$ cat src/design/utp_pkg.sv
// Shared types and constants for the UUID text parser.
`timescale 1ns / 1ps
package utp_pkg;

  // Classified character handed from the front to the back.
  typedef struct packed {
    logic [3:0] nibble;
    logic       is_hex;
    logic       is_dash;
    logic       last;
  } entry_t;

  localparam logic [7:0] DASH_CHAR = 8'h2D;

  localparam logic [5:0] POS_DASH0    = 6'd8;
  localparam logic [5:0] POS_DASH1    = 6'd13;
  localparam logic [5:0] POS_DASH2    = 6'd18;
  localparam logic [5:0] POS_DASH3    = 6'd23;
  localparam logic [5:0] BARE_LEN     = 6'd32;
  localparam logic [5:0] HYPHEN_LEN   = 6'd36;
  localparam logic [5:0] BARE_NODE    = 6'd20;
  localparam logic [5:0] HYPHEN_NODE  = 6'd23;

  localparam logic [2:0] ST_OK         = 3'd0;
  localparam logic [2:0] ST_SHORT      = 3'd1;
  localparam logic [2:0] ST_SEPARATORS = 3'd2;
  localparam logic [2:0] ST_FIELD_HEX  = 3'd3;
  localparam logic [2:0] ST_NODE_HEX   = 3'd4;

endpackage

$ cat src/design/utp_front.sv
// Front end: classify one character into a hex nibble and flags.
`timescale 1ns / 1ps
module utp_front (
  input  logic [7:0]      char_code,
  input  logic            last_char,
  output utp_pkg::entry_t entry
);
  import utp_pkg::*;

  logic [3:0] nib;
  logic       hex;

  always_comb begin
    nib = 4'd0;
    hex = 1'b1;
    if (char_code >= 8'h61 && char_code <= 8'h66) begin
      nib = 4'(char_code - 8'h57);
    end else if (char_code >= 8'h41 && char_code <= 8'h46) begin
      nib = 4'(char_code - 8'h37);
    end else if (char_code >= 8'h30 && char_code <= 8'h39) begin
      nib = char_code[3:0];
    end else begin
      hex = 1'b0;
    end
  end

  assign entry.nibble  = nib;
  assign entry.is_hex  = hex;
  assign entry.is_dash = (char_code == DASH_CHAR);
  assign entry.last    = last_char;

endmodule

$ cat src/design/utp_queue.sv
// Short queue of classified characters between front and back.
`timescale 1ns / 1ps
module utp_queue #(
  parameter int DEPTH = 4
) (
  input  logic            clk,
  input  logic            rst,
  input  logic            wr_en,
  input  utp_pkg::entry_t wr_data,
  input  logic            rd_en,
  output utp_pkg::entry_t rd_data,
  output logic            full,
  output logic            valid
);
  import utp_pkg::*;

  localparam int PTR_W = $clog2(DEPTH);
  localparam int CNT_W = $clog2(DEPTH + 1);

  entry_t             mem [DEPTH];
  logic [PTR_W-1:0]   wr_ptr;
  logic [PTR_W-1:0]   rd_ptr;
  logic [CNT_W-1:0]   count;

  function automatic logic [PTR_W-1:0] ptr_inc(input logic [PTR_W-1:0] p);
    if (p == PTR_W'(DEPTH - 1)) return '0;
    return p + PTR_W'(1);
  endfunction

  always_ff @(posedge clk) begin
    if (wr_en) begin
      mem[wr_ptr] <= wr_data;
    end
  end

  always_ff @(posedge clk) begin
    if (rst) begin
      wr_ptr <= '0;
      rd_ptr <= '0;
      count  <= '0;
    end else begin
      if (wr_en) begin
        wr_ptr <= ptr_inc(wr_ptr);
      end
      if (rd_en) begin
        rd_ptr <= ptr_inc(rd_ptr);
      end
      case ({wr_en, rd_en})
        2'b10:   count <= count + CNT_W'(1);
        2'b01:   count <= count - CNT_W'(1);
        default: count <= count;
      endcase
    end
  end

  assign rd_data = mem[rd_ptr];
  assign full    = (count == CNT_W'(DEPTH));
  assign valid   = (count != '0);

endmodule

$ cat src/design/utp_back.sv
// Back end: position tracking, both digit readings, status and result register.
`timescale 1ns / 1ps
module utp_back (
  input  logic            clk,
  input  logic            rst,
  input  logic            in_valid,
  input  utp_pkg::entry_t in_entry,
  output logic            in_take,
  input  logic            pop,
  output logic            empty,
  output logic [31:0]     time_low_field,
  output logic [15:0]     time_mid_field,
  output logic [15:0]     time_high_version_field,
  output logic [15:0]     clock_sequence_field,
  output logic [47:0]     node_field,
  output logic [2:0]      status
);
  import utp_pkg::*;

  logic [5:0]   pos;
  logic         hmode;
  logic [127:0] bare_acc;
  logic [2:0]   bare_err;
  logic [127:0] hyp_acc;
  logic [2:0]   hyp_err;

  logic [5:0]   pos_next;
  logic         hmode_next;
  logic [127:0] bare_acc_next;
  logic [2:0]   bare_err_next;
  logic [127:0] hyp_acc_next;
  logic [2:0]   hyp_err_next;
  logic [2:0]   st;
  logic [127:0] src;

  logic out_valid;
  logic out_free;

  assign out_free = !out_valid || pop;
  assign in_take  = in_valid && (!in_entry.last || out_free);

  always_comb begin
    pos_next      = pos;
    hmode_next    = hmode;
    bare_acc_next = bare_acc;
    bare_err_next = bare_err;
    hyp_acc_next  = hyp_acc;
    hyp_err_next  = hyp_err;
    if (pos < BARE_LEN) begin
      bare_acc_next = {bare_acc[123:0], in_entry.nibble};
      if (!in_entry.is_hex && bare_err == ST_OK) begin
        bare_err_next = (pos < BARE_NODE) ? ST_FIELD_HEX : ST_NODE_HEX;
      end
    end
    if (pos < HYPHEN_LEN) begin
      if (pos == POS_DASH0) begin
        hmode_next = in_entry.is_dash;
      end else if (pos == POS_DASH1 || pos == POS_DASH2 || pos == POS_DASH3) begin
        if (!in_entry.is_dash) hmode_next = 1'b0;
      end else begin
        hyp_acc_next = {hyp_acc[123:0], in_entry.nibble};
        if (!in_entry.is_hex && hyp_err == ST_OK) begin
          hyp_err_next = (pos < HYPHEN_NODE) ? ST_FIELD_HEX : ST_NODE_HEX;
        end
      end
      pos_next = pos + 6'd1;
    end

    // Length counts this character, so compare the old position one lower.
    src = bare_acc_next;
    if (pos < BARE_LEN - 6'd1) begin
      st = ST_SHORT;
    end else if (hmode_next) begin
      if (pos < HYPHEN_LEN - 6'd1) begin
        st = ST_SEPARATORS;
      end else begin
        st  = hyp_err_next;
        src = hyp_acc_next;
      end
    end else begin
      st = bare_err_next;
    end
  end

  always_ff @(posedge clk) begin
    if (rst) begin
      pos       <= '0;
      hmode     <= 1'b0;
      bare_acc  <= '0;
      bare_err  <= ST_OK;
      hyp_acc   <= '0;
      hyp_err   <= ST_OK;
      out_valid <= 1'b0;
    end else begin
      if (in_take && in_entry.last) begin
        out_valid <= 1'b1;
      end else if (pop && out_valid) begin
        out_valid <= 1'b0;
      end
      if (in_take) begin
        if (in_entry.last) begin
          // Return to the start state for the next string.
          pos       <= '0;
          hmode     <= 1'b0;
          bare_acc  <= '0;
          bare_err  <= ST_OK;
          hyp_acc   <= '0;
          hyp_err   <= ST_OK;
        end else begin
          pos      <= pos_next;
          hmode    <= hmode_next;
          bare_acc <= bare_acc_next;
          bare_err <= bare_err_next;
          hyp_acc  <= hyp_acc_next;
          hyp_err  <= hyp_err_next;
        end
      end
    end
  end

  always_ff @(posedge clk) begin
    if (in_take && in_entry.last) begin
      status <= st;
      if (st == ST_OK) begin
        time_low_field          <= src[127:96];
        time_mid_field          <= src[95:80];
        time_high_version_field <= src[79:64];
        clock_sequence_field    <= src[63:48];
        node_field              <= src[47:0];
      end else begin
        time_low_field          <= '0;
        time_mid_field          <= '0;
        time_high_version_field <= '0;
        clock_sequence_field    <= '0;
        node_field              <= '0;
      end
    end
  end

  assign empty = !out_valid;

endmodule

$ cat src/design/uuid_text_parser.sv
// Top level of the streaming UUID text parser.
// Takes one character per cycle as an item on the push side while not full, and gives one result
// item (five UUID fields and a status) after the character flagged last_char. Sustained rate
// is one character per clock; it is set by the back-end parser, which consumes one queued
// character per cycle, except that it holds a last character while an earlier result still
// waits unpopped. A result is registered when the parser takes its last character and waits
// in the output register until popped; meanwhile characters of the next string keep flowing
// into the queue (QUEUE_DEPTH entries) and through the parser.
// There is no clearing pass after reset.
`timescale 1ns / 1ps
module uuid_text_parser #(
  parameter int QUEUE_DEPTH = 4
) (
  input  logic        clk,
  input  logic        rst,
  input  logic        push,
  output logic        full,
  input  logic [7:0]  char_code,
  input  logic        last_char,
  input  logic        pop,
  output logic        empty,
  output logic [31:0] time_low_field,
  output logic [15:0] time_mid_field,
  output logic [15:0] time_high_version_field,
  output logic [15:0] clock_sequence_field,
  output logic [47:0] node_field,
  output logic [2:0]  status
);
  import utp_pkg::*;

  entry_t front_entry;
  entry_t queue_entry;
  logic   queue_valid;
  logic   back_take;

  utp_front u_front (
    .char_code (char_code),
    .last_char (last_char),
    .entry     (front_entry)
  );

  utp_queue #(
    .DEPTH (QUEUE_DEPTH)
  ) u_queue (
    .clk     (clk),
    .rst     (rst),
    .wr_en   (push && !full),
    .wr_data (front_entry),
    .rd_en   (back_take),
    .rd_data (queue_entry),
    .full    (full),
    .valid   (queue_valid)
  );

  utp_back u_back (
    .clk                     (clk),
    .rst                     (rst),
    .in_valid                (queue_valid),
    .in_entry                (queue_entry),
    .in_take                 (back_take),
    .pop                     (pop),
    .empty                   (empty),
    .time_low_field          (time_low_field),
    .time_mid_field          (time_mid_field),
    .time_high_version_field (time_high_version_field),
    .clock_sequence_field    (clock_sequence_field),
    .node_field              (node_field),
    .status                  (status)
  );

endmodule

$ cat config.mk
export PLATFORM = sky130hd
export DESIGN_NAME = uuid_text_parser
export DESIGN_NICKNAME = d
export VERILOG_FILES = /design/src/design/utp_pkg.sv /design/src/design/utp_front.sv /design/src/design/utp_queue.sv /design/src/design/utp_back.sv /design/src/design/uuid_text_parser.sv
export SDC_FILE = /design/constraint.sdc
export NUM_CORES = 1
export LEC_CHECK = 0
export BUFFER_PORTS_ARGS = -buffer_cell sky130_fd_sc_hd__buf_4
export CORE_MARGIN = 5
export CORE_UTILIZATION = 61
export DETAILED_ROUTE_END_ITERATION = 10
export PLACE_DENSITY = 0.86
export SYNTH_ARGS = -nofsm -noshare
export SYNTH_HDL_FRONTEND = slang
export SYNTH_HIERARCHICAL = 1
export SYNTH_SLANG_ARGS = --single-unit
$ cat constraint.sdc
create_clock -name clk -period 6.8 [get_ports clk]
set_clock_uncertainty 0.1 [all_clocks]
set_input_delay 0.68 -clock clk [delete_from_list [all_inputs] [get_ports clk]]
set_output_delay 0.68 -clock clk [all_outputs]
set_load 0.01 [all_outputs]
==> results by group, run 1 <==
Run status
  – Status: completed

CTS
  – Longest Clk Path Bufs: 3
  – Hold_buf cts: 0
  – CTS Sinks: between 400 and 500
  – CTS Buf Count: between 40 and 50
  – Post_cts resized: 0
  – Reg clk slew, reported paths: approximately 0.06 ns
  – CTS root buf: clkbuf_16
  – Worst-Skew Late Latency: ~0.54 ns
  – Postcts setup bufs: 0
  – Htree depth: 2
  – CTS tree: done

Placed design
  – Pre-CTS setup slack: 2.38 ns
  – Hpwl dp: between 20000 and 30000 um
  – I/O Buffers: roughly 150
  – Cell Area, Placed: 21400 sq um
  – GP Congestion: about 0.84

Route
  – # DRC: 0
  – Met2 wire length: roughly 25000 um
  – Drt total wl: ~50000 um
  – Vias after detailed routing: between 15000 and 20000
  – Routed len/inst: around 20 um
  – Number of nets with antenna violations after routing: 0
  – WL met1: 20100 um
  – Drt first pass iters: 7
  – DRT iter0 DRCs: roughly 1600
  – Met3 WL: between 3000 and 4000 um
  – Max Used Layer: met4
  – DR vias/cell: 6.42

Critical path
  – Critical Path Sink Type: flop
  – Req. time, crit path: around 7 ns
  – CP Cell Sequence: mux4_4, nand3b_1, nand2_4, inv_1, o21ai_4, buf_4, a32o_1
  – CP Max Fanout: 83
  – Kind of critical path: reg2reg
  – Crit path DAT: approximately 4.9 ns
  – Max incr delay on CP: slightly above 0.8 ns
  – Critical Path Slowest Stage Cell: mux4_4
  – Startpoint type of the worst setup path: flop
  – Worst R2R Setup Slack: 2.30 ns

STA
  – Fmax: 222 MHz
  – TNS Setup: 0 ns
  – Pins Over Slew Limit: 0
  – Worst relative slew slack: 28.0%
  – Worst-margin pin slew: about 1.1 ns
  – Min Tclk post-route: roughly 4.5 ns
  – Final WS setup: 2.30 ns
  – Setup violations, final: 0
  – RSZ-0062 raised after global routing: no
  – Final Hold Viols: 0
  – Final worst-path cycle share: approximately two thirds

Pwr
  – Comb power frac: a little over a quarter
  – Sw Share: 34.0%
  – Clock share of power: 30.4%
  – P_sw: ~2600 uW
  – Power density cells: 340 nW/um^2
  – Flop pwr share: a little over two fifths
  – Maximum VDD drop: 0.261 mV
  – Cell Int Power: between 5000 and 6000 uW
  – Static Leak: between 0.006 and 0.007 uW

Global routing
  – Pin count of the biggest net entering global routing: between 100 and 150
  – Grt total ovfl: 0
  – Vias in the first global route: roughly 15000
  – Overall routing resource usage: 26.1%
  – Initial antenna violation count: 0
  – First-pass GRT wire length: 80100 um

Final layout
  – Design area: between 20000 and 25000 sq um
  – Fillers: 2331
  – Nets@finish: 1994
  – Most common cell after layout, fill and taps aside: dfxtp_1
  – Area Overhead vs Synth: 12.3%
  – Share of layout cells above drive strength 1: a little under a fifth
  – Commonest cells after routing, fill and taps aside: dfxtp_1, nand2_1, buf_4, edfxtp_1, nor2_1

Synth
  – Seq/Total Area, Yosys: roughly half
  – Post-synthesis cell type count: 59
  – Avg Inst Size Synth: between 10 and 15 sq um
  – Syn Std Cell Area: between 20000 and 25000 sq um
  – Net Count, Synth: approximately 2000
  – Flop and latch count out of synthesis: 438
  – EDFF count, synth: ~160
  – YS warnings: 6
  – Post-synth ARST share: 0%
  – Syn Inst Count: around 1900
  – Main synth FF type: dfxtp_1

Flow run
  – Max Cap Violations: 0

Floorplan
  – Die W: roughly 190 um
  – Starting Density: a little over 60%
  – Core Area: between 30000 and 40000 sq um
  – IO Pins: 146
  – Die height: ~190 um
  – Die Area: roughly 37000 sq um
  – Num rows: 66

Hold path
  – HP Class: in2reg
[metal layers]
metal	GRT usage [%]	up-vias
li1	-	7273
met4	8.26	0
met2	44.6	652
met1	34.7	7637
met3	3.51	112
met5	0	-
[layout make-up]
type                       count  area (sq um)  share of cell area, %
clock inverter                10          98.8                  0.432
multi-input combinational   1296          9200                   40.2
tap                          442           553                   2.42
clock buffer                  69          1310                   5.73
timing repair buffer         167          1250                   5.49
antenna                        1          2.50                 0.0109
inverter                      20          77.6                  0.339
sequential                   438         10400                   45.3
[cells in the mapped netlist, types with 3 or more instances]
cell / instances / area share, %
nor4b_1: 3 / 0.13
clkbuf_1: 129 / 2.4
mux4_2: 7 / 0.77
a31oi_1: 6 / 0.18
inv_1: 20 / 0.37
o31a_1: 3 / 0.13
o21a_1: 6 / 0.22
buf_2: 33 / 0.81
a21oi_1: 137 / 3.4
buf_4: 4 / 0.15
o22ai_1: 6 / 0.18
nor3_1: 151 / 3.7
a2111oi_2: 4 / 0.30
nor3_2: 4 / 0.20
nand2b_1: 7 / 0.22
nor2_1: 153 / 2.8
and3_1: 3 / 0.092
o21ai_0: 7 / 0.17
nand2_1: 240 / 4.4
dfxtp_1: 279 / 27
a32o_1: 130 / 6.4
a2111oi_1: 4 / 0.20
ha_1: 14 / 0.86
and2_1: 121 / 3.7
edfxtp_1: 159 / 23
mux2i_1: 129 / 6.3
a22oi_1: 4 / 0.15
nand3_1: 4 / 0.098
or3_1: 3 / 0.092
a311oi_2: 116 / 8.6
nor4_1: 3 / 0.092
buf_1: 25 / 0.46
[through the flow]
step           hold WS (ns)  instances  utilization (%)  total power (uW)
6_report              0.263       2443             69.9              7780
5_1_grt               0.244       2442             69.9              8120
4_1_cts               0.238       2442             69.9              7810
3_5_place_dp          0.383       2363             65.6              5440
3_3_place_gp          0.366       2363             65.6              5370
2_1_floorplan         0.356       1946                -              4670
[cells by family after synthesis]
| family | count (synthesis) | synth area share [%] |
|---|---|---|
| and+or+nand+nor | 702 | 16.1 |
| AOI/OAI and AO/OA | 439 | 20.6 |
| DFF | 438 | 50.9 |
| adders and majority gates | 15 | 0.959 |
| buffers and inverters | 212 | 4.22 |
| muxes | 136 | 7.12 |
| xor gates and xnor gates | 4 | 0.172 |
[final timing paths]
| kind | from | endpoint | depth (start not counted) |
|---|---|---|---|
| hold / removal | last_char | u_queue/mem[2][0] | 1 |
| hold reg to reg | u_back/bare_acc[127] | u_back/bare_acc[127] | 2 |
| setup / recovery | flop | u_back/hyp_acc[83] | 7 |
| setup reg to reg | flop | u_back/hyp_acc[83] | 7 |
[power groups by stage]
| stage | logic (uW) | clock network (uW) | registers [uW] |
|---|---|---|---|
| floorplan | 1120 | 0 | 3550 |
| global placement | 1950 | 0 | 3420 |
| detailed placement | 2020 | 0 | 3430 |
| CTS | 2030 | 2400 | 3380 |
| global route | 2180 | 2520 | 3410 |
| finish | 2030 | 2370 | 3380 |
[state kept, by name, summed over array words and instances, names as in the netlist, named ones only]
register and count:
u_queue/wr_ptr 2, u_queue/rd_ptr 2, u_back/hmode 1, u_back/hyp_acc 128, u_back/time_mid_field 16, u_back/pos 6, u_back/time_low_field 32, u_queue/count 3
u_back/time_high_version_field 16, u_back/bare_err 3, u_back/bare_acc 128, u_back/status 3, u_back/hyp_err 3, u_back/out_valid 1, u_queue/mem 28, u_back/node_field 48
u_back/clock_sequence_field 16
[worst max-delay path, delay by kind of cell (launching register included)]
kind	cells	cell delay (ns)
AOI/OAI and AO/OA	2	0.72
buffers and inverters	2	1.07
DFF	1	0.61
muxes	1	0.83
and+or+nand+nor	2	0.94
Note: power is estimated with default switching activity, not from simulation.
==> run 2: changes to the inputs <==
- CORE_UTILIZATION: 61 -> 55
- PLACE_DENSITY: 0.86 -> 0.82
- clock period: 6.8 -> 3.8 ns (I/O delays scaled with it)
==> results by group, run 2 (same netlist as run 1, synthesis figures left out) <==
Run status
  – Status: completed

Route
  – # DRC: 0
  – Drt total wl: 50600 um
  – Routed len/inst: just over 20 um
  – DRT iter0 DRCs: 1562
  – Number of nets with antenna violations after routing: 0
  – Vias after detailed routing: roughly 16000
  – DR vias/cell: around 6.3
  – Drt first pass iters: 5

Flow run
  – Max Cap Violations: 0

Final layout
  – Nets@finish: 2006
  – Diode count: 0
  – Area Overhead vs Synth: 14.0%
  – Most common cell after layout, fill and taps aside: dfxtp_1
  – Top Registers: u_back/bare_acc x128, u_back/hyp_acc x128, u_back/node_field x48
  – Share of layout cells above drive strength 1: between 15 and 20%
  – Commonest cells after routing, fill and taps aside: dfxtp_1, nand2_1, buf_4, edfxtp_1, nor2_1
  – Design area: around 23000 sq um

Placed design
  – Hpwl dp: 29500 um
  – GP Congestion: 0.818
  – I/O Buffers: about 150
  – Cell Area, Placed: approximately 22000 sq um

CTS
  – CTS root buf: clkbuf_16
  – Reg clk slew, reported paths: roughly 0.07 ns
  – Longest Clk Path Bufs: 3
  – Postcts setup bufs: 0
  – Htree depth: 2
  – CTS Buf Count: 45
  – CTS tree: done
  – CTS Sinks: 438
  – Worst-Skew Late Latency: between 0.5 and 0.6 ns

Pwr
  – Sw Share: ~34%
  – Power density cells: 615 nW/um^2
  – Maximum VDD drop: approximately 0.71 mV
  – Overall Power: approximately 14000 uW
  – Clock share of power: between 30% and 40%
  – Comb power frac: between 20% and 30%
  – Static Leak: 0.00693 uW
  – Flop pwr share: 42.3%
  – Cell Int Power: between 9000 and 10000 uW
  – P_sw: 4920 uW

Floorplan
  – Num rows: 70
  – Core Area: 36600 sq um
  – Starting Density: a little under three fifths
  – Die W: between 200 and 250 um
  – IO Pins: ~150
  – Die Area: slightly above 40000 sq um
  – Die height: 202 um

STA
  – Fmax: approximately 300 MHz
  – Min Tclk post-route: about 3.3 ns
  – Final worst-path cycle share: between 80 and 90%
  – Pins Over Slew Limit: 0
  – Worst relative slew slack: a little over a fifth
  – Worst-margin pin slew: about 1.2 ns
  – Setup violations, final: 0
  – Hold slack: 0.0986 ns
  – Final Hold Viols: 0
  – TNS Setup: 0 ns
  – RSZ-0062 raised after global routing: no

Critical path
  – Req. time, crit path: about 4 ns
  – Kind of critical path: reg2reg
  – Crit path DAT: 3.45 ns
  – CP Max Fanout: between 100 and 150
  – Startpoint type of the worst setup path: flop
  – Critical Path Sink Type: flop

Global routing
  – Grt total ovfl: 0
  – Overall routing resource usage: roughly a quarter
  – Vias in the first global route: 15500
  – Initial antenna violation count: 0
  – Pin count of the biggest net entering global routing: 185
  – First-pass GRT wire length: 81200 um

Hold path
  – HP Class: in2reg
  – Min-Delay Startpoint: pop
## run 2: cell count changes in the layout (fill, tap and decap cells not counted), moves of 3 or more
cell / delta
clkbuf_8: -3
clkinv_1: +3
clkinvlp_4: +3
buf_4: -7
buf_12: +16
clkbuf_1: -6
clkinv_2: +5
## run 2: worst max-delay path, stage by stage (launching register included)
cell	delay, ns
dfxtp_1	0.53
mux4_4	0.38
buf_4	0.86
and3_4	0.71
buf_12	0.33
## run 2: what timing repair did
action                                 CTS  global route
endpoints found under the hold margin    4             0
setup endpoints to repair                0             0
resized for setup                        0             0
hold buffers                             1             0
## run 2: final cells by class
class                           count  area, sq um
Multi-Input combinational cell   1296         9200
Sequential cell                   438        10400
Inverter                           20         77.6
Clock inverter                     24          208
Fill cell                        2799        13400
Clock buffer                       60         1240
Timing Repair Buffer              177         1530
Tap cell                          468          586
## run 2: final timing paths
check | endpoint | slack [ns] | cells after the start
setup / recovery | u_back/clock_sequence_field[6] | 0.47 | 4
setup reg to reg | u_back/clock_sequence_field[6] | 0.47 | 4
hold reg to reg | u_back/bare_acc[127] | 0.40 | 2
hold / removal | u_back/out_valid | 0.1 | 4
## run 2: stage by stage
step / worst slack (ns) / util, % / instances
after floorplan: 0.216 / - / 1946
after detailed placement: 0.525 / 59.4 / 2398
after global placement: 0.626 / 59.4 / 2398
after CTS: 0.489 / 63.4 / 2483
after global routing: 0.300 / 63.4 / 2483
final: 0.474 / 63.4 / 2483
## run 2: power groups by stage
| stage | registers, uW | logic, uW | clock network [uW] |
|---|---|---|---|
| global placement | 6130 | 3750 | 0 |
| global route | 6090 | 4150 | 4620 |
| detailed placement | 6130 | 3860 | 0 |
| CTS | 6040 | 3880 | 4420 |
| finish | 6030 | 3890 | 4350 |
| floorplan | 6300 | 2000 | 0 |
## run 2: routing by layer
layer,wire length (um),GRT usage [%]
met5,0,0
met4,1440,8.12
met2,24800,40.2
met1,21000,31.2
met3,3310,3.47
==> run 3: changes to the inputs <==
--- a/config.mk
+++ b/config.mk
@@ -9,5 +9,5 @@
 export CORE_MARGIN = 5
-export CORE_UTILIZATION = 55
+export CORE_UTILIZATION = 61
 export DETAILED_ROUTE_END_ITERATION = 10
-export PLACE_DENSITY = 0.82
+export PLACE_DENSITY = 0.86
 export SYNTH_ARGS = -nofsm -noshare
==> constraint.sdc (replaced) <==
create_clock -name clk -period 3.6 [get_ports clk]
set_clock_uncertainty 0.1 [all_clocks]
set_input_delay 0.72 -clock clk [delete_from_list [all_inputs] [get_ports clk]]
set_output_delay 0.72 -clock clk [all_outputs]
set_load 0.01 [all_outputs]
==> results by group, run 3 (same netlist as run 1, synthesis figures left out) <==
Route
  – # DRC: 0
  – Drt first pass iters: 5
  – Routed len/inst: ~21 um
  – Drt total wl: about 52000 um
  – Number of nets with antenna violations after routing: 0
  – DR vias/cell: between 6 and 7
  – DRT iter0 DRCs: 1559
  – Vias after detailed routing: 16100

Critical path
  – CP Max Fanout: 16
  – R2r worst-path depth: 6
  – Req. time, crit path: 3.84 ns
  – Critical Path Sink Type: flop
  – Crit path DAT: ~3.4 ns
  – Kind of critical path: reg2reg
  – Startpoint type of the worst setup path: flop

CTS
  – Post_cts resized: 0
  – CTS Buf Count: 44
  – CTS root buf: clkbuf_16
  – CTS tree: done
  – Worst-Skew Late Latency: ~0.55 ns
  – CTS Sinks: ~440
  – Hold_buf cts: 0
  – Postcts setup bufs: 0
  – Htree depth: 2
  – Longest Clk Path Bufs: 3
  – Reg clk slew, reported paths: about 0.06 ns

Final layout
  – Fin util: 71.1%
  – Share of layout cells above drive strength 1: between 10% and 20%
  – Layout Cells excl Fill: ~2500
  – Nets@finish: 2013
  – Top Registers: u_back/bare_acc x128, u_back/hyp_acc x128, u_back/node_field x48
  – Commonest cells after routing, fill and taps aside: dfxtp_1, nand2_1, buf_4, edfxtp_1, nor2_1
  – Area Overhead vs Synth: 14.2%
  – Diode count: 0
  – Most common cell after layout, fill and taps aside: dfxtp_1

STA
  – Final WS setup: ~0.4 ns
  – Worst-margin pin slew: 1.15 ns
  – Setup violations, final: 0
  – RSZ-0062 raised after global routing: no
  – Fmax: approximately 310 MHz
  – Final worst-path cycle share: about 89%
  – TNS Setup: 0 ns
  – Final Hold Viols: 0
  – Min Tclk post-route: 3.20 ns
  – Pins Over Slew Limit: 0
  – Worst relative slew slack: between 20% and 30%

Global routing
  – First-pass GRT wire length: ~84000 um
  – Pin count of the biggest net entering global routing: 120
  – Initial antenna violation count: 0
  – Grt total ovfl: 0
  – Overall routing resource usage: between 20% and 30%
  – Vias in the first global route: about 16000

Flow run
  – Max Cap Violations: 0

Floorplan
  – Core Area: approximately 33000 sq um
  – Die Area: about 37000 sq um
  – Num rows: 66
  – Die W: 193 um
  – IO Pins: approximately 150
  – Die height: between 150 and 200 um
  – Starting Density: between 60% and 70%

Pwr
  – Power density cells: about 650 nW/um^2
  – Maximum VDD drop: ~0.82 mV
  – Static Leak: 0.00699 uW

Placed design
  – GP Congestion: 0.852
  – Cell total after placement: roughly 2400
  – Pre-CTS setup slack: 0.474 ns
  – I/O Buffers: around 150
  – Hpwl dp: between 30000 and 40000 um

Hold path
  – Hold path cells: 1
  – HP Class: in2reg

Run status
  – Status: completed
## run 3: cell count changes in the layout (fill, tap and decap cells not counted)
cell / previous run / this run
bufinv_16: 3 / 1
clkinv_4: 0 / 2
buf_4: 160 / 169
clkinv_2: 9 / 4
clkinvlp_4: 4 / 0
dlygate4sd3_1: 1 / 0
clkbuf_1: 11 / 13
inv_8: 1 / 0
clkbuf_8: 2 / 10
clkinv_1: 6 / 3
inv_6: 1 / 2
## run 3: metal layers
metal | share of wire, % | track usage [%]
met1 | 40 | 36.2
met2 | 50 | 47.0
met3 | 7.7 | 3.84
met4 | 2.8 | 9.93
met5 | 0 | 0
## run 3: path summary, 6_finish.rpt
| check | endpoint | slack (ns) | start |
|---|---|---|---|
| worst max-delay path | u_back/node_field[7] | 0.40 | u_back/pos[3] |
| worst min-delay path | u_queue/mem[1][0] | 0.28 | last_char |
| worst max register to register | u_back/node_field[7] | 0.40 | u_back/pos[3] |
| worst min register to register | u_back/bare_acc[124] | 0.39 | u_back/bare_acc[124] |
## run 3: power breakdown
part	total (uW)	internal (uW)	switching, uW
sequential	6430	6010	418
clock	4550	2680	1870
combinational	4210	1240	2970
## run 3: cell type report
cell class	instances	area, sq um
flip-flops and latches	438	10400
inverters	20	77.6
well taps	442	553
repair buffers	185	1590
clock inverters	12	96.3
clock buffers	70	1360
multi-input cells	1296	9200
fillers	2255	9460
## run 3: stage by stage
step           hold WS (ns)  total power, uW  cell area [sq um]
6_report              0.276            15200              23200
2_1_floorplan         0.356             8760              20400
4_1_cts               0.255            15200              23200
3_5_place_dp          0.378            10600              21800
3_3_place_gp          0.367            10600              21800
5_1_grt               0.258            15800              23200
## run 3: critical path, stage by stage (launching register included)
cell	delay, ns
dfxtp_1	0.59
or3b_1	0.51
o31a_1	0.31
a21o_1	0.18
a2111o_2	0.60
buf_4	0.30
a2111oi_2	0.40
